`src/crg_pkg.sv`:
```
// Shared types, constants and helpers for the preset color ramp generator.
`timescale 1ns / 1ps
`default_nettype none
package crg_pkg;

    localparam int PRESET_W         = 5;
    localparam int PRESET_RESET     = 18;
    localparam int SIZE_RESET       = 256;
    localparam int DEF_INDEX_BITS   = 16;
    localparam int DEF_CHANNEL_BITS = 16;
    localparam int QUEUE_DEPTH      = 4;
    localparam int CFG_IDX_W        = 1;
    localparam int HUE_QBITS        = 3;

    // Register indexes on the configuration port
    localparam logic [CFG_IDX_W-1:0] REG_PRESET = 1'b0;
    localparam logic [CFG_IDX_W-1:0] REG_SIZE   = 1'b1;

    // Preset codes
    localparam logic [PRESET_W-1:0] PR_RED_TO_BLUE     = 5'd0;
    localparam logic [PRESET_W-1:0] PR_BLUE_TO_RED     = 5'd1;
    localparam logic [PRESET_W-1:0] PR_YELLOW_TO_CYAN  = 5'd2;
    localparam logic [PRESET_W-1:0] PR_CYAN_TO_YELLOW  = 5'd3;
    localparam logic [PRESET_W-1:0] PR_RED_TO_YELLOW   = 5'd4;
    localparam logic [PRESET_W-1:0] PR_YELLOW_TO_RED   = 5'd5;
    localparam logic [PRESET_W-1:0] PR_YELLOW_TO_GREEN = 5'd6;
    localparam logic [PRESET_W-1:0] PR_GREEN_TO_YELLOW = 5'd7;
    localparam logic [PRESET_W-1:0] PR_GREEN_TO_CYAN   = 5'd8;
    localparam logic [PRESET_W-1:0] PR_CYAN_TO_GREEN   = 5'd9;
    localparam logic [PRESET_W-1:0] PR_CYAN_TO_BLUE    = 5'd10;
    localparam logic [PRESET_W-1:0] PR_BLUE_TO_CYAN    = 5'd11;
    localparam logic [PRESET_W-1:0] PR_RED             = 5'd12;
    localparam logic [PRESET_W-1:0] PR_RED_INV         = 5'd13;
    localparam logic [PRESET_W-1:0] PR_GREEN           = 5'd14;
    localparam logic [PRESET_W-1:0] PR_GREEN_INV       = 5'd15;
    localparam logic [PRESET_W-1:0] PR_BLUE            = 5'd16;
    localparam logic [PRESET_W-1:0] PR_BLUE_INV        = 5'd17;
    localparam logic [PRESET_W-1:0] PR_HSV             = 5'd18;

    // Where each output channel takes its level from
    typedef enum logic [1:0] {
        SRC_ZERO,
        SRC_FULL,
        SRC_UP,
        SRC_DN
    } t_src;

    typedef struct packed {
        t_src red;
        t_src green;
        t_src blue;
    } t_map;

    typedef struct packed {
        logic invalid;
        t_map map;
    } t_job_ctl;

    typedef enum logic [2:0] {
        SEC_0,
        SEC_1,
        SEC_2,
        SEC_3,
        SEC_4,
        SEC_5,
        SEC_WRAP,
        SEC_NONE
    } t_sector;

    function automatic int size_width(int ib);
        return (ib > 9) ? ib : 9;
    endfunction

    // Numerators and denominators reach ten times the palette size
    function automatic int arg_width(int ib);
        return size_width(ib) + 4;
    endfunction

    function automatic int cfg_width(int ib);
        return (ib > PRESET_W) ? ib : PRESET_W;
    endfunction

    function automatic t_map hue_map(logic [HUE_QBITS-1:0] q);
        t_map m;
        m = '{SRC_FULL, SRC_UP, SRC_ZERO};
        case (t_sector'(q))
            SEC_0, SEC_WRAP: m = '{SRC_FULL, SRC_UP, SRC_ZERO};
            SEC_1:           m = '{SRC_DN, SRC_FULL, SRC_ZERO};
            SEC_2:           m = '{SRC_ZERO, SRC_FULL, SRC_UP};
            SEC_3:           m = '{SRC_ZERO, SRC_DN, SRC_FULL};
            SEC_4:           m = '{SRC_UP, SRC_ZERO, SRC_FULL};
            SEC_5:           m = '{SRC_FULL, SRC_ZERO, SRC_DN};
            default:         m = '{SRC_ZERO, SRC_ZERO, SRC_ZERO};
        endcase
        return m;
    endfunction

endpackage
`default_nettype wire

```
`src/crg_index_if.sv`:
```
// Palette index stream channel.
`timescale 1ns / 1ps
`default_nettype none
interface crg_index_if
    import crg_pkg::*;
#(
    parameter int INDEX_BITS = DEF_INDEX_BITS
) ();
    logic                  valid;
    logic                  ready;
    logic [INDEX_BITS-1:0] entry_index;

    modport source (output valid, output entry_index, input ready);
    modport sink   (input valid, input entry_index, output ready);
endinterface
`default_nettype wire

```
`src/crg_color_if.sv`:
```
// Color result stream channel.
`timescale 1ns / 1ps
`default_nettype none
interface crg_color_if
    import crg_pkg::*;
#(
    parameter int CHANNEL_BITS = DEF_CHANNEL_BITS
) ();
    logic                    valid;
    logic                    ready;
    logic [CHANNEL_BITS-1:0] red_level;
    logic [CHANNEL_BITS-1:0] green_level;
    logic [CHANNEL_BITS-1:0] blue_level;
    logic                    invalid_request;

    modport source (output valid, output red_level, output green_level,
                    output blue_level, output invalid_request, input ready);
    modport sink   (input valid, input red_level, input green_level,
                    input blue_level, input invalid_request, output ready);
endinterface
`default_nettype wire

```
`src/preset_color_ramp_generator.sv`:
```
// Top level of the preset color ramp generator.
`timescale 1ns / 1ps
`default_nettype none
// Takes one palette index per clock and returns the RGB color of that entry for
// the configured preset and palette size, one result per clock when the output
// side keeps taking them. The path runs through an input register, three
// hue-sector divide stages, a four-entry queue, a divider load stage, one
// rounding-divider stage per channel bit and the output register. The rounding
// divider retires one quotient bit per stage. Write the preset (index 0) and
// palette size (index 1) only while no transactions are in flight; a size below
// 2 acts as 256. Out-of-range indexes and unknown presets return black with
// invalid_request set.
module preset_color_ramp_generator
    import crg_pkg::*;
#(
    parameter int INDEX_BITS   = DEF_INDEX_BITS,
    parameter int CHANNEL_BITS = DEF_CHANNEL_BITS
) (
    input  wire logic                              i_clk,
    input  wire logic                              i_rst_n,
    input  wire logic                              i_cfg_we,
    input  wire logic [CFG_IDX_W-1:0]              i_cfg_index,
    input  wire logic [cfg_width(INDEX_BITS)-1:0]  i_cfg_data,
    crg_index_if.sink                              i_pix,
    crg_color_if.source                            o_col
);

    localparam int AW = arg_width(INDEX_BITS);

    logic          push, full, q_valid, pop;
    logic [AW-1:0] f_a, f_den, q_a, q_den;
    t_job_ctl      f_ctl, q_ctl;

    crg_front #(
        .INDEX_BITS (INDEX_BITS)
    ) u_front (
        .i_clk       (i_clk),
        .i_rst_n     (i_rst_n),
        .i_cfg_we    (i_cfg_we),
        .i_cfg_index (i_cfg_index),
        .i_cfg_data  (i_cfg_data),
        .i_valid     (i_pix.valid),
        .o_ready     (i_pix.ready),
        .i_index     (i_pix.entry_index),
        .o_push      (push),
        .i_full      (full),
        .o_a         (f_a),
        .o_den       (f_den),
        .o_ctl       (f_ctl)
    );

    crg_queue #(
        .INDEX_BITS (INDEX_BITS)
    ) u_queue (
        .i_clk   (i_clk),
        .i_rst_n (i_rst_n),
        .i_push  (push),
        .i_a     (f_a),
        .i_den   (f_den),
        .i_ctl   (f_ctl),
        .o_full  (full),
        .o_valid (q_valid),
        .i_pop   (pop),
        .o_a     (q_a),
        .o_den   (q_den),
        .o_ctl   (q_ctl)
    );

    crg_back #(
        .INDEX_BITS   (INDEX_BITS),
        .CHANNEL_BITS (CHANNEL_BITS)
    ) u_back (
        .i_clk     (i_clk),
        .i_rst_n   (i_rst_n),
        .i_valid   (q_valid),
        .o_pop     (pop),
        .i_a       (q_a),
        .i_den     (q_den),
        .i_ctl     (q_ctl),
        .o_valid   (o_col.valid),
        .i_ready   (o_col.ready),
        .o_red     (o_col.red_level),
        .o_green   (o_col.green_level),
        .o_blue    (o_col.blue_level),
        .o_invalid (o_col.invalid_request)
    );

endmodule
`default_nettype wire

```
`src/crg_front.sv`:
```
// Front end: configuration registers, request classification and hue sector divide.
`timescale 1ns / 1ps
`default_nettype none
module crg_front
    import crg_pkg::*;
#(
    parameter int INDEX_BITS = DEF_INDEX_BITS
) (
    input  wire logic                                i_clk,
    input  wire logic                                i_rst_n,
    input  wire logic                                i_cfg_we,
    input  wire logic [CFG_IDX_W-1:0]                i_cfg_index,
    input  wire logic [cfg_width(INDEX_BITS)-1:0]    i_cfg_data,
    input  wire logic                                i_valid,
    output logic                                     o_ready,
    input  wire logic [INDEX_BITS-1:0]               i_index,
    output logic                                     o_push,
    input  wire logic                                i_full,
    output logic [arg_width(INDEX_BITS)-1:0]         o_a,
    output logic [arg_width(INDEX_BITS)-1:0]         o_den,
    output t_job_ctl                                 o_ctl
);

    localparam int NW  = size_width(INDEX_BITS);
    localparam int AW  = arg_width(INDEX_BITS);
    localparam int HW  = NW + HUE_QBITS;
    localparam int TW  = NW + 5;
    localparam int LST = HUE_QBITS;

    logic [PRESET_W-1:0]   r_preset;
    logic [INDEX_BITS-1:0] r_size;

    always_ff @(posedge i_clk) begin
        if (!i_rst_n) begin
            r_preset <= PRESET_W'(PRESET_RESET);
            r_size   <= INDEX_BITS'(SIZE_RESET);
        end else if (i_cfg_we) begin
            unique case (i_cfg_index)
                REG_PRESET: r_preset <= i_cfg_data[PRESET_W-1:0];
                REG_SIZE:   r_size   <= i_cfg_data[INDEX_BITS-1:0];
                default:    ;
            endcase
        end
    end

    // Classification of the incoming transaction
    logic [NW-1:0] n_eff, d_eff, half, first, idx;
    logic [TW-1:0] n3, n7, n10, i14, t_seg, t_ofs;
    logic [HW-1:0] s_hnum;
    logic [AW-1:0] s_a;
    logic          s_hue, s_bad;
    t_map          s_map;
    t_src          lead_src, rest_src;

    always_comb begin
        n_eff    = (r_size < INDEX_BITS'(2)) ? NW'(SIZE_RESET) : NW'(r_size);
        d_eff    = n_eff - NW'(1);
        half     = n_eff >> 1;
        first    = n_eff - half;
        idx      = NW'(i_index);
        n3       = (TW'(n_eff) << 1) + TW'(n_eff);
        n7       = (TW'(n_eff) << 3) - TW'(n_eff);
        n10      = (TW'(n_eff) << 3) + (TW'(n_eff) << 1);
        i14      = (TW'(idx) << 4) - (TW'(idx) << 1);
        t_seg    = '0;
        t_ofs    = '0;
        s_bad    = (idx >= n_eff) || (r_preset > PR_HSV);
        s_hue    = 1'b0;
        s_hnum   = '0;
        s_a      = AW'(idx);
        lead_src = SRC_ZERO;
        rest_src = SRC_ZERO;
        s_map    = '{SRC_ZERO, SRC_ZERO, SRC_ZERO};

        // Dark-first and inverse two-segment numerators over 10N
        if (r_preset == PR_RED || r_preset == PR_GREEN || r_preset == PR_BLUE) begin
            if (idx < half) begin
                t_seg    = n3 + i14;
                lead_src = SRC_UP;
                rest_src = SRC_ZERO;
            end else begin
                t_ofs    = TW'(idx - half);
                t_seg    = (t_ofs << 4) - (t_ofs << 1);
                lead_src = SRC_FULL;
                rest_src = SRC_UP;
            end
            s_a = (t_seg > n10) ? AW'(n10) : AW'(t_seg);
        end else begin
            if (idx < first) begin
                t_seg    = (n7 >= i14) ? (n7 - i14) : '0;
                lead_src = SRC_FULL;
                rest_src = SRC_UP;
            end else begin
                t_ofs    = TW'(idx - first);
                t_ofs    = (t_ofs << 4) - (t_ofs << 1);
                t_seg    = (n10 >= t_ofs) ? (n10 - t_ofs) : '0;
                lead_src = SRC_UP;
                rest_src = SRC_ZERO;
            end
            if (r_preset > PR_BLUE_TO_CYAN) begin
                s_a = AW'(t_seg);
            end
        end

        unique case (r_preset) inside
            PR_RED_TO_BLUE: begin
                s_hue  = 1'b1;
                s_hnum = HW'(idx) << 2;
            end
            PR_BLUE_TO_RED: begin
                s_hue  = 1'b1;
                s_hnum = (HW'(d_eff) - HW'(idx)) << 2;
            end
            PR_YELLOW_TO_CYAN: begin
                s_hue  = 1'b1;
                s_hnum = (HW'(idx) << 1) + HW'(d_eff);
            end
            PR_CYAN_TO_YELLOW: begin
                s_hue  = 1'b1;
                s_hnum = (HW'(d_eff) << 1) + HW'(d_eff) - (HW'(idx) << 1);
            end
            PR_HSV: begin
                s_hue  = 1'b1;
                s_hnum = (HW'(idx) << 2) + (HW'(idx) << 1);
            end
            PR_RED_TO_YELLOW:   s_map = '{SRC_FULL, SRC_UP, SRC_ZERO};
            PR_YELLOW_TO_RED:   s_map = '{SRC_FULL, SRC_DN, SRC_ZERO};
            PR_YELLOW_TO_GREEN: s_map = '{SRC_DN, SRC_FULL, SRC_ZERO};
            PR_GREEN_TO_YELLOW: s_map = '{SRC_UP, SRC_FULL, SRC_ZERO};
            PR_GREEN_TO_CYAN:   s_map = '{SRC_ZERO, SRC_FULL, SRC_UP};
            PR_CYAN_TO_GREEN:   s_map = '{SRC_ZERO, SRC_FULL, SRC_DN};
            PR_CYAN_TO_BLUE:    s_map = '{SRC_ZERO, SRC_DN, SRC_FULL};
            PR_BLUE_TO_CYAN:    s_map = '{SRC_ZERO, SRC_UP, SRC_FULL};
            PR_RED, PR_RED_INV:     s_map = '{lead_src, rest_src, rest_src};
            PR_GREEN, PR_GREEN_INV: s_map = '{rest_src, lead_src, rest_src};
            PR_BLUE, PR_BLUE_INV:   s_map = '{rest_src, rest_src, lead_src};
            default:            s_map = '{SRC_ZERO, SRC_ZERO, SRC_ZERO};
        endcase
    end

    // Pipeline: stage 0 holds the classified transaction, stages 1..3 resolve the sector
    logic          r_fv   [0:LST];
    logic          r_hue  [0:LST];
    logic          r_inv  [0:LST];
    logic [HW-1:0] r_hr   [0:LST];
    logic [HUE_QBITS-1:0] r_hq [0:LST];
    logic [NW-1:0] r_d    [0:LST];
    logic [AW-1:0] r_a    [0:LST];
    logic [AW-1:0] r_den  [0:LST];
    t_map          r_map  [0:LST];
    logic          adv    [0:LST+1];

    assign adv[LST+1] = !i_full;
    assign o_ready    = adv[0];

    always_ff @(posedge i_clk) begin
        if (!i_rst_n) begin
            r_fv[0] <= 1'b0;
        end else if (adv[0]) begin
            r_fv[0] <= i_valid;
        end
        if (adv[0]) begin
            r_hue[0] <= s_hue;
            r_inv[0] <= s_bad;
            r_hr[0]  <= s_hnum;
            r_hq[0]  <= '0;
            r_d[0]   <= d_eff;
            r_a[0]   <= s_a;
            r_den[0] <= s_hue ? AW'(d_eff) :
                        ((r_preset > PR_BLUE_TO_CYAN) ? AW'(n10) : AW'(n_eff));
            r_map[0] <= s_map;
        end
    end

    for (genvar k = 0; k <= LST; k++) begin : g_adv
        assign adv[k] = !r_fv[k] || adv[k+1];
    end

    for (genvar k = 1; k <= LST; k++) begin : g_hdiv
        localparam int B = LST - k;
        logic [HW-1:0] dd;
        logic          ge;
        assign dd = HW'(r_d[k-1]) << B;
        assign ge = (r_hr[k-1] >= dd);

        always_ff @(posedge i_clk) begin
            if (!i_rst_n) begin
                r_fv[k] <= 1'b0;
            end else if (adv[k]) begin
                r_fv[k] <= r_fv[k-1];
            end
            if (adv[k]) begin
                r_hue[k] <= r_hue[k-1];
                r_inv[k] <= r_inv[k-1];
                r_hr[k]  <= ge ? (r_hr[k-1] - dd) : r_hr[k-1];
                r_hq[k]  <= r_hq[k-1] | (ge ? HUE_QBITS'(1 << B) : '0);
                r_d[k]   <= r_d[k-1];
                r_a[k]   <= r_a[k-1];
                r_den[k] <= r_den[k-1];
                r_map[k] <= r_map[k-1];
            end
        end
    end

    assign o_push          = r_fv[LST] && !i_full;
    assign o_a             = r_hue[LST] ? AW'(r_hr[LST]) : r_a[LST];
    assign o_den           = r_den[LST];
    assign o_ctl.invalid   = r_inv[LST];
    assign o_ctl.map       = r_hue[LST] ? hue_map(r_hq[LST]) : r_map[LST];

endmodule
`default_nettype wire

```
`src/crg_queue.sv`:
```
// Short job queue between the front end and the rounding divider.
`timescale 1ns / 1ps
`default_nettype none
module crg_queue
    import crg_pkg::*;
#(
    parameter int INDEX_BITS = DEF_INDEX_BITS
) (
    input  wire logic                              i_clk,
    input  wire logic                              i_rst_n,
    input  wire logic                              i_push,
    input  wire logic [arg_width(INDEX_BITS)-1:0]  i_a,
    input  wire logic [arg_width(INDEX_BITS)-1:0]  i_den,
    input  wire t_job_ctl                          i_ctl,
    output logic                                   o_full,
    output logic                                   o_valid,
    input  wire logic                              i_pop,
    output logic [arg_width(INDEX_BITS)-1:0]       o_a,
    output logic [arg_width(INDEX_BITS)-1:0]       o_den,
    output t_job_ctl                               o_ctl
);

    localparam int AW  = arg_width(INDEX_BITS);
    localparam int QAW = $clog2(QUEUE_DEPTH);

    logic [AW-1:0] r_mem_a   [QUEUE_DEPTH];
    logic [AW-1:0] r_mem_den [QUEUE_DEPTH];
    t_job_ctl      r_mem_ctl [QUEUE_DEPTH];
    logic [QAW:0]  r_wp, r_rp;

    assign o_full  = (r_wp[QAW] != r_rp[QAW]) && (r_wp[QAW-1:0] == r_rp[QAW-1:0]);
    assign o_valid = (r_wp != r_rp);
    assign o_a     = r_mem_a[r_rp[QAW-1:0]];
    assign o_den   = r_mem_den[r_rp[QAW-1:0]];
    assign o_ctl   = r_mem_ctl[r_rp[QAW-1:0]];

    always_ff @(posedge i_clk) begin
        if (!i_rst_n) begin
            r_wp <= '0;
            r_rp <= '0;
        end else begin
            if (i_push) begin
                r_wp <= r_wp + (QAW+1)'(1);
            end
            if (i_pop) begin
                r_rp <= r_rp + (QAW+1)'(1);
            end
        end
        if (i_push) begin
            r_mem_a[r_wp[QAW-1:0]]   <= i_a;
            r_mem_den[r_wp[QAW-1:0]] <= i_den;
            r_mem_ctl[r_wp[QAW-1:0]] <= i_ctl;
        end
    end

endmodule
`default_nettype wire

```
`src/crg_back.sv`:
```
// Back end: pipelined rounding divider and channel assembly into the output register.
`timescale 1ns / 1ps
`default_nettype none
module crg_back
    import crg_pkg::*;
#(
    parameter int INDEX_BITS   = DEF_INDEX_BITS,
    parameter int CHANNEL_BITS = DEF_CHANNEL_BITS
) (
    input  wire logic                              i_clk,
    input  wire logic                              i_rst_n,
    input  wire logic                              i_valid,
    output logic                                   o_pop,
    input  wire logic [arg_width(INDEX_BITS)-1:0]  i_a,
    input  wire logic [arg_width(INDEX_BITS)-1:0]  i_den,
    input  wire t_job_ctl                          i_ctl,
    output logic                                   o_valid,
    input  wire logic                              i_ready,
    output logic [CHANNEL_BITS-1:0]                o_red,
    output logic [CHANNEL_BITS-1:0]                o_green,
    output logic [CHANNEL_BITS-1:0]                o_blue,
    output logic                                   o_invalid
);

    localparam int AW = arg_width(INDEX_BITS);
    localparam int CB = CHANNEL_BITS;
    localparam int XW = AW + CB + 1;
    localparam int DW = AW + 1;

    logic          r_bv  [0:CB];
    logic [XW-1:0] r_x   [0:CB];
    logic [DW-1:0] r_dv  [0:CB];
    logic [CB-1:0] r_y   [0:CB];
    t_job_ctl      r_ctl [0:CB];
    logic          adv   [0:CB+1];

    logic                r_ov;
    logic [CB-1:0]       r_red, r_green, r_blue;
    logic                r_inv;

    assign adv[CB+1] = !r_ov || i_ready;
    assign o_pop     = i_valid && adv[0];

    for (genvar k = 0; k <= CB; k++) begin : g_adv
        assign adv[k] = !r_bv[k] || adv[k+1];
    end

    // Load round(a * full / den) as floor((2*a*full + den) / (2*den))
    always_ff @(posedge i_clk) begin
        if (!i_rst_n) begin
            r_bv[0] <= 1'b0;
        end else if (adv[0]) begin
            r_bv[0] <= i_valid;
        end
        if (adv[0]) begin
            r_x[0]   <= (XW'(i_a) << (CB + 1)) - (XW'(i_a) << 1) + XW'(i_den);
            r_dv[0]  <= DW'(i_den) << 1;
            r_y[0]   <= '0;
            r_ctl[0] <= i_ctl;
        end
    end

    // One quotient bit per stage, most significant first
    for (genvar k = 1; k <= CB; k++) begin : g_div
        localparam int B = CB - k;
        logic [XW-1:0] dd;
        logic          ge;
        assign dd = XW'(r_dv[k-1]) << B;
        assign ge = (r_x[k-1] >= dd);

        always_ff @(posedge i_clk) begin
            if (!i_rst_n) begin
                r_bv[k] <= 1'b0;
            end else if (adv[k]) begin
                r_bv[k] <= r_bv[k-1];
            end
            if (adv[k]) begin
                r_x[k]   <= ge ? (r_x[k-1] - dd) : r_x[k-1];
                r_dv[k]  <= r_dv[k-1];
                r_y[k]   <= r_y[k-1] | (ge ? CB'(1 << B) : '0);
                r_ctl[k] <= r_ctl[k-1];
            end
        end
    end

    // The complementary level is full - y, plus one when the division was exact
    logic [CB-1:0] up_lvl, dn_lvl;
    assign up_lvl = r_y[CB];
    assign dn_lvl = {CB{1'b1}} - up_lvl + CB'(r_x[CB] == '0);

    function automatic logic [CB-1:0] pick(t_src s, logic [CB-1:0] up, logic [CB-1:0] dn);
        logic [CB-1:0] v;
        v = '0;
        case (s)
            SRC_FULL: v = {CB{1'b1}};
            SRC_UP:   v = up;
            SRC_DN:   v = dn;
            default:  v = '0;
        endcase
        return v;
    endfunction

    always_ff @(posedge i_clk) begin
        if (!i_rst_n) begin
            r_ov <= 1'b0;
        end else if (adv[CB+1]) begin
            r_ov <= r_bv[CB];
        end
        if (adv[CB+1]) begin
            r_inv <= r_ctl[CB].invalid;
            if (r_ctl[CB].invalid) begin
                r_red   <= '0;
                r_green <= '0;
                r_blue  <= '0;
            end else begin
                r_red   <= pick(r_ctl[CB].map.red, up_lvl, dn_lvl);
                r_green <= pick(r_ctl[CB].map.green, up_lvl, dn_lvl);
                r_blue  <= pick(r_ctl[CB].map.blue, up_lvl, dn_lvl);
            end
        end
    end

    assign o_valid   = r_ov;
    assign o_red     = r_red;
    assign o_green   = r_green;
    assign o_blue    = r_blue;
    assign o_invalid = r_inv;

endmodule
`default_nettype wire

```
`src/flat_wrapper.sv`:
```
// flat-port wrapper written by rule: the top's interface ports become plain ports
module preset_color_ramp_generator_flat import crg_pkg::*;
#(
    parameter int INDEX_BITS   = DEF_INDEX_BITS,
    parameter int CHANNEL_BITS = DEF_CHANNEL_BITS
)
  (i_clk, i_rst_n, i_cfg_we, i_cfg_index, i_cfg_data, i_pix_valid, i_pix_entry_index, i_pix_ready, o_col_valid, o_col_red_level, o_col_green_level, o_col_blue_level, o_col_invalid_request, o_col_ready);
  crg_index_if #(.INDEX_BITS(INDEX_BITS)) i_pix_i ();
  crg_color_if #(.CHANNEL_BITS(CHANNEL_BITS)) o_col_i ();
  input  wire logic i_clk;
  input  wire logic i_rst_n;
  input  wire logic i_cfg_we;
  input  wire logic [CFG_IDX_W-1:0] i_cfg_index;
  input  wire logic [cfg_width(INDEX_BITS)-1:0] i_cfg_data;
  input wire logic [$bits(i_pix_i.valid)-1:0] i_pix_valid;
  input wire logic [$bits(i_pix_i.entry_index)-1:0] i_pix_entry_index;
  output wire logic [$bits(i_pix_i.ready)-1:0] i_pix_ready;
  output wire logic [$bits(o_col_i.valid)-1:0] o_col_valid;
  output wire logic [$bits(o_col_i.red_level)-1:0] o_col_red_level;
  output wire logic [$bits(o_col_i.green_level)-1:0] o_col_green_level;
  output wire logic [$bits(o_col_i.blue_level)-1:0] o_col_blue_level;
  output wire logic [$bits(o_col_i.invalid_request)-1:0] o_col_invalid_request;
  input wire logic [$bits(o_col_i.ready)-1:0] o_col_ready;
  assign i_pix_i.valid = i_pix_valid;
  assign i_pix_i.entry_index = i_pix_entry_index;
  assign i_pix_ready = i_pix_i.ready;
  assign o_col_valid = o_col_i.valid;
  assign o_col_red_level = o_col_i.red_level;
  assign o_col_green_level = o_col_i.green_level;
  assign o_col_blue_level = o_col_i.blue_level;
  assign o_col_invalid_request = o_col_i.invalid_request;
  assign o_col_i.ready = o_col_ready;
  preset_color_ramp_generator #(.INDEX_BITS(INDEX_BITS), .CHANNEL_BITS(CHANNEL_BITS)) u_core (.i_clk(i_clk), .i_rst_n(i_rst_n), .i_cfg_we(i_cfg_we), .i_cfg_index(i_cfg_index), .i_cfg_data(i_cfg_data), .i_pix(i_pix_i), .o_col(o_col_i));
endmodule
```
`config.mk`:
```
export PLATFORM = sky130hd
export DESIGN_NAME = preset_color_ramp_generator_flat
export DESIGN_NICKNAME = d
export VERILOG_FILES = /design/src/crg_pkg.sv /design/src/crg_index_if.sv /design/src/crg_color_if.sv /design/src/preset_color_ramp_generator.sv /design/src/crg_front.sv /design/src/crg_queue.sv /design/src/crg_back.sv /design/src/flat_wrapper.sv
export SDC_FILE = /design/constraint.sdc
export NUM_CORES = 2
export LEC_CHECK = 0
export ABC_AREA = 1
export BUFFER_PORTS_ARGS = -buffer_cell sky130_fd_sc_hd__buf_4
export CAP_MARGIN = 20
export CELL_PAD_IN_SITES_DETAIL_PLACEMENT = 1
export CELL_PAD_IN_SITES_GLOBAL_PLACEMENT = 1
export CORE_MARGIN = 3
export CORE_UTILIZATION = 27
export CTS_CLUSTER_DIAMETER = 50
export DETAILED_ROUTE_END_ITERATION = 10
export MAX_ROUTING_LAYER = met4
export PLACE_DENSITY = 0.51
export SLEW_MARGIN = 10
export SYNTH_ARGS = -nofsm -noshare
export SYNTH_HDL_FRONTEND = slang
export SYNTH_SLANG_ARGS = --single-unit
export TNS_END_PERCENT = 100
```
`constraint.sdc`:
```
create_clock -name i_clk -period 14.4 [get_ports i_clk]
set_input_delay 2.88 -clock i_clk [delete_from_list [all_inputs] [get_ports i_clk]]
set_output_delay 2.88 -clock i_clk [all_outputs]
set_load 0.01 [all_outputs]
```
After elaboration in Yosys (flattened, before gate mapping)
Memories as Yosys holds them, arrays and structs flattened. A register that Yosys moved wholly into a read port is not among the register bits.
Index checks and enable logic that the tools add are counted.

word-level totals
  register bits after elaboration = 77
  bits in writable memories = 1930
  input port bits = 38
  output and inout port bits = 51
  memories = 17

operators by class
  $add $sub $neg = 43
  $lt $le $gt $ge = 28
  equality and inequality tests = 36
  mux-type cells = 178
  bitwise logic cells = 41
  reductions and logical operators = 61

memories
  memory                words  bits a word  read ports  clocked after Yosys merged registers in  write ports  RTL line          source
  u_core.u_back.r_x     17     37           17          0                                        17           crg_back.sv:31    logic [XW-1:0] r_x [0:CB];
  u_core.u_back.r_dv    17     21           16          0                                        17           crg_back.sv:32    logic [DW-1:0] r_dv [0:CB];
  u_core.u_back.r_y     17     16           17          0                                        17           crg_back.sv:33    logic [CB-1:0] r_y [0:CB];
  u_core.u_back.r_ctl   17     7            17          0                                        17           crg_back.sv:34    t_job_ctl r_ctl [0:CB];
  u_core.u_front.r_a    4      20           4           0                                        4            crg_front.sv:148  logic [AW-1:0] r_a [0:LST];
  u_core.u_front.r_den  4      20           4           0                                        4            crg_front.sv:149  logic [AW-1:0] r_den [0:LST];
  +11 memories          n/a    n/a          n/a         n/a                                      n/a          n/a

operators by type and width
  cell                count
  $mux 37             16
  $mux 20             9
  $pmux 16 s3         3
  $mux 1              111
  $pmux 19 s5         1
  $sub 37x21->37      2
  $pmux 6 s11         1
  $mux 19             3
  $add 17x16->18      3
  $mux 21             2
  $sub 21x21->21      2
  $eq 5x4->1 const B  8
  $sub 20x20->20      2
  $add 37x20->37      1
  $ge 37x21->1        1
  $ge 37x22->1        1
  $ge 37x23->1        1
  $ge 37x24->1        1
  $ge 37x25->1        1
  $ge 37x26->1        1
  $ge 37x27->1        1
  $ge 37x28->1        1
  $ge 37x29->1        1
  $ge 37x30->1        1
  107 further kinds   213

Logic depth before layout (Yosys ltp)
  word-level depth = 23
  depth in mapped cells = 48
  mapped depth without buffers = 46

Cells and area by module
Synthesis repeated with hierarchy kept, for this count alone.

second synthesis, totals
  cells, all modules = 11746
  area total of the unflattened synthesis = 108037.4 sq um

modules (own cells, without submodules)
  module     instances  cells each  area an instance (sq um)  seq. area each (sq um)
  crg_back   1          7111        69319.0                   37666.1
  crg_front  1          3885        30513.0                   10199.8
  crg_queue  1          750         8205.4                    5805.6

Worst setup path after synthesis
No wires, ideal clock.

  path type = input to register
  start point = input port o_col_ready
  end point = memory u_core.u_back.r_ctl[0][10] (netlist name), enable pin
  arrival time = 11490 ps
  required time = 13860 ps
  setup slack = 2370 ps
  stages = 12
  buffers on the path = 0
  cells stage by stage = inv_1 > nand4_2 > nor2_4 > nand3_4 > nor2_4 > nand4_2 > nor2_4 > nand4_4 > nor2_4 > nand2_1 > nor2_1 > inv_1

RTL lines
  what             RTL line            source
  start, declared  flat_wrapper.sv:23  input wire logic [$bits(o_col_i.ready)-1:0] o_col_ready;
  end, declared    crg_back.sv:34

==> results.yml <==
outcome:
  status: "completed"
cells_and_area:
  final_util_pct: 31.4
  area_delta_synth_final_pct: 15.7
  stdcell_area_um2: 120000
  final_nets: 11900
  drive_gt1_share_pct: 7.19
critical_path:
  cp-end-kind: "flop"
  reg2reg_depth: 41
  crit_type: "in2reg"
  crit_arrival_ns: 10.30
  worst_ep_required_time_ns: 15.13
  startpoint_type: "input port"
  cp_slowest_cell: "nand3_1"
  max_stage_delay_ns: 0.72
  crit_top_cell: "nand2_1"
  reg2reg_slack_ns: 5.49
  setup.worst_path.end: "u_core.u_front.r_a[0][0]$_DFFE_PP_"
  r2r_start: "u_core.u_front.r_size[11]$_SDFFE_PN0P_"
  crit_path_start: "i_pix_entry_index[4]"
  crit_fanout: 20
  r2r-end: "u_core.u_front.r_a[0][10]$_DFFE_PP_"
placement:
  placed_area_um2: 111000
  gp_congestion: 0.899
  hpwl_mm: 276
  portBuffers: 88
power:
  clockPowerShare_pct: 19.4
  p_int_uw: 19200
  p_sw_share_pct: 44.4
  p_leak_uw: 0.0500
  ir_worst_vdd_uv: 156
  comb_power_share_pct: 49.5
  power_uw: 34400
  p_per_area_nw_per_um2: 287
  p_switching_uw: 15300
  p_seq_share_pct: 31.1
synthesis:
  synth_top_cell_area_share_pct: 51.1
  ys_ff_latch: 1798
  yosysWarnings: 0
  yosys_most_used_dff: "edfxtp_1"
  syn_nets: 11600
  synthTopCellsByCount: "nand2_1 (1,994), edfxtp_1 (1,766), inv_1 (1,456)"
  synthArstFlopShare_pct: 0
  syn_avg_cell_area_um2: 9.66
  synth_most_common_cell: "nand2_1"
  synth_cells: 10700
  yosysTopAreaCell: "edfxtp_1"
  synth_edf_count: 1766
  yosysSeqAreaShare_pct: 51.7
  synth_area_leaders: "edfxtp_1 (51%), ha_1 (8.8%), nand2_1 (7.2%), inv_1 (5.3%), a21oi_1 (4.2%)"
  synthDistinctLibCells: 81
  mappedNetlistArea_um2: 104000
routing:
  drtIter0Drc: 4284
  wire_per_inst_um: 21.3
  vias: 77500
  via_per_inst: 4.76
  drc: 0
  first_pass_iters: 5
  drt-total-wl_mm: 347
  ant_nets: 0
sta:
  fin_skew_ns: 0.0484
  clock.fmax_ghz: 0.104
  fin_tns_setup_ns: 0
  relSlewSlack_pct: 26.6
  holdWs_ns: 0.380
  report.final.hold_viol_count: 0
  tightest_slew_ns: 1.10
  finalSetupViolations: 0
  finalCritPeriodShare_pct: 66.5
  layout_min_cycle_time_ns: 9.57
  slew_violations: 0
  rsz0062_at_grt: "no"
global_routing:
  grt_first_pass_wirelength_mm: 522
  grt_pass1_vias: 82200
  grt_overflow: 0
  antenna_found_initial: 12
  grt_util_all_layers_pct: 17.9
  grt_max_degree: 75
clock_network:
  hold_buffers: 0
  cts_buffer_depth: 4
  cts_resized: 0
  cts_sinks: 1798
  htree_levels: 5
  cts_tree: "yes"
  clock_latency_ns: 0.90
  cts-root-buf: "clkbuf_16"
  clkTransAtPathRegs_ns: 0.06
  cts_inserted_buffers: 273
  cts_setup_buffers: 0
floorplanning:
  start_util_pct: 27.1
  io_pins: 89
  fp.dieH_um: 626
  rows: 227
  die_area_um2: 392000
  core_area_um2: 383000
  die_w_um: 626
job:
  drv_cap: 0
hold_path:
  min_path_type: "reg2reg"
## cells in the final DEF (no fill, tap or decap), types with 56 or more instances in the layout
| cell | Yosys | routed |
|---|---|---|
| nor2_1 | 783 | 775 |
| xor2_1 | 343 | 339 |
| nand4_1 | 112 | 112 |
| a21oi_1 | 878 | 878 |
| ha_1 | 731 | 731 |
| nand2_1 | 1994 | 1987 |
| edfxtp_1 | 1766 | 1766 |
| o21ai_0 | 776 | 776 |
| nor4_1 | 88 | 87 |
| a21o_1 | 56 | 56 |
| nor3_1 | 143 | 143 |
| xnor2_1 | 271 | 271 |
| clkbuf_16 | 0 | 278 |
| buf_4 | 4 | 180 |
| nand3_1 | 405 | 403 |
| inv_1 | 1456 | 1447 |
| fa_1 | 64 | 64 |
| o21ai_1 | 57 | 57 |
| a31oi_1 | 65 | 65 |
| or2_2 | 58 | 58 |
## worst max-delay path, delay by kind of cell
kind	cells	cell delay, ns
adders and majority gates	4	1.50
xor gates and xnor gates	2	0.42
and+or+nand+nor	12	1.74
buffers and inverters	6	0.92
AOI/OAI and AO/OA	9	2.78
## per-layer routing
layer  global-route usage, %  wire (um)
met1                    22.7     159000
met5                       -          0
met3                    1.69       9520
met4                    4.70       9260
met2                    30.6     170000
## through the flow
| stage | setup WS (ns) | instances |
|---|---|---|
| floorplan | 2.37 | 10700 |
| global placement | 3.76 | 15800 |
| detailed placement | 3.93 | 15800 |
| CTS | 4.85 | 16300 |
| global route | 4.13 | 16300 |
| finish | 4.83 | 16300 |
## power groups by stage
stage | clock network [uW] | registers [uW] | logic [uW]
after floorplan | 0 | 9880 | 12000
after global placement | 0 | 10900 | 16900
after detailed placement | 0 | 10900 | 17100
after CTS | 6920 | 10900 | 17200
after global routing | 7130 | 11000 | 19300
final | 6690 | 10700 | 17000
## area by class of cell
type,count,area [um^2]
sequential,1798,53700
fill,43400,263000
timing repair buffer,185,1470
antenna,9,22.5
clock buffer,309,7080
multi-input combinational,7295,43900
clock inverter,178,2110
tap,5038,6300
inverter,1469,5520
## sequential cells by signal, indices dropped and copies added, names as in the netlist, 3 cells and up, named ones only
name	flops
u_core.u_front.r_map	24
u_core.u_back.r_ctl	119
u_core.u_queue.r_mem_den	80
u_core.u_front.r_hr	76
u_core.u_queue.r_rp	3
u_core.u_back.o_red	16
u_core.u_front.r_inv	4
u_core.u_front.r_d	48
u_core.u_back.o_blue	16
u_core.u_front.r_hq	6
u_core.u_front.r_fv	4
u_core.u_queue.r_mem_a	80
u_core.u_front.r_size	16
u_core.u_back.r_bv	17
u_core.u_back.r_x	629
u_core.u_back.r_y	136
u_core.u_front.r_a	80
u_core.u_queue.r_wp	3
u_core.u_front.r_hue	4
u_core.u_back.o_green	16
u_core.u_front.r_den	80
u_core.u_queue.r_mem_ctl	28
u_core.u_back.r_dv	304
u_core.u_front.r_preset	5
## cell families (layout without fill, tap and decap cells)
family / Yosys count / after routing / share of synthesized area, %
buffers and inverters: 1647 / 2141 / 6.12
AOI/OAI and AO/OA: 2183 / 2183 / 11.7
DFF: 1798 / 1798 / 51.7
and+or+nand+nor: 3703 / 3703 / 15.2
adders and majority gates: 795 / 795 / 10.0
xor gates and xnor gates: 614 / 614 / 5.18
other: 0 / 9 / 0
## worst min-delay path by stage
stage	from	endpoint	slack [ns]	cells past startpoint
floorplan	u_core.u_back.r_ctl[0][93]$_DFFE_PP_	u_core.u_back.r_ctl[0][100]$_DFFE_PP_	0.40	0
global placement	u_core.u_back.r_y[0][246]$_DFFE_PP_	u_core.u_back.r_y[0][262]$_DFFE_PP_	0.40	0
detailed placement	u_core.u_front.r_den[0][13]$_DFFE_PP_	u_core.u_front.r_den[1][13]$_DFFE_PP_	0.41	0
CTS	u_core.u_front.r_map[1][2]$_DFFE_PP_	u_core.u_front.r_map[2][2]$_DFFE_PP_	0.38	0
global route	u_core.u_front.r_map[1][5]$_DFFE_PP_	u_core.u_front.r_map[2][5]$_DFFE_PP_	0.39	0
finish	u_core.u_back.r_ctl[0][59]$_DFFE_PP_	u_core.u_back.r_ctl[0][66]$_DFFE_PP_	0.38	0
No activity file was read; power rests on OpenSTA's default activity.
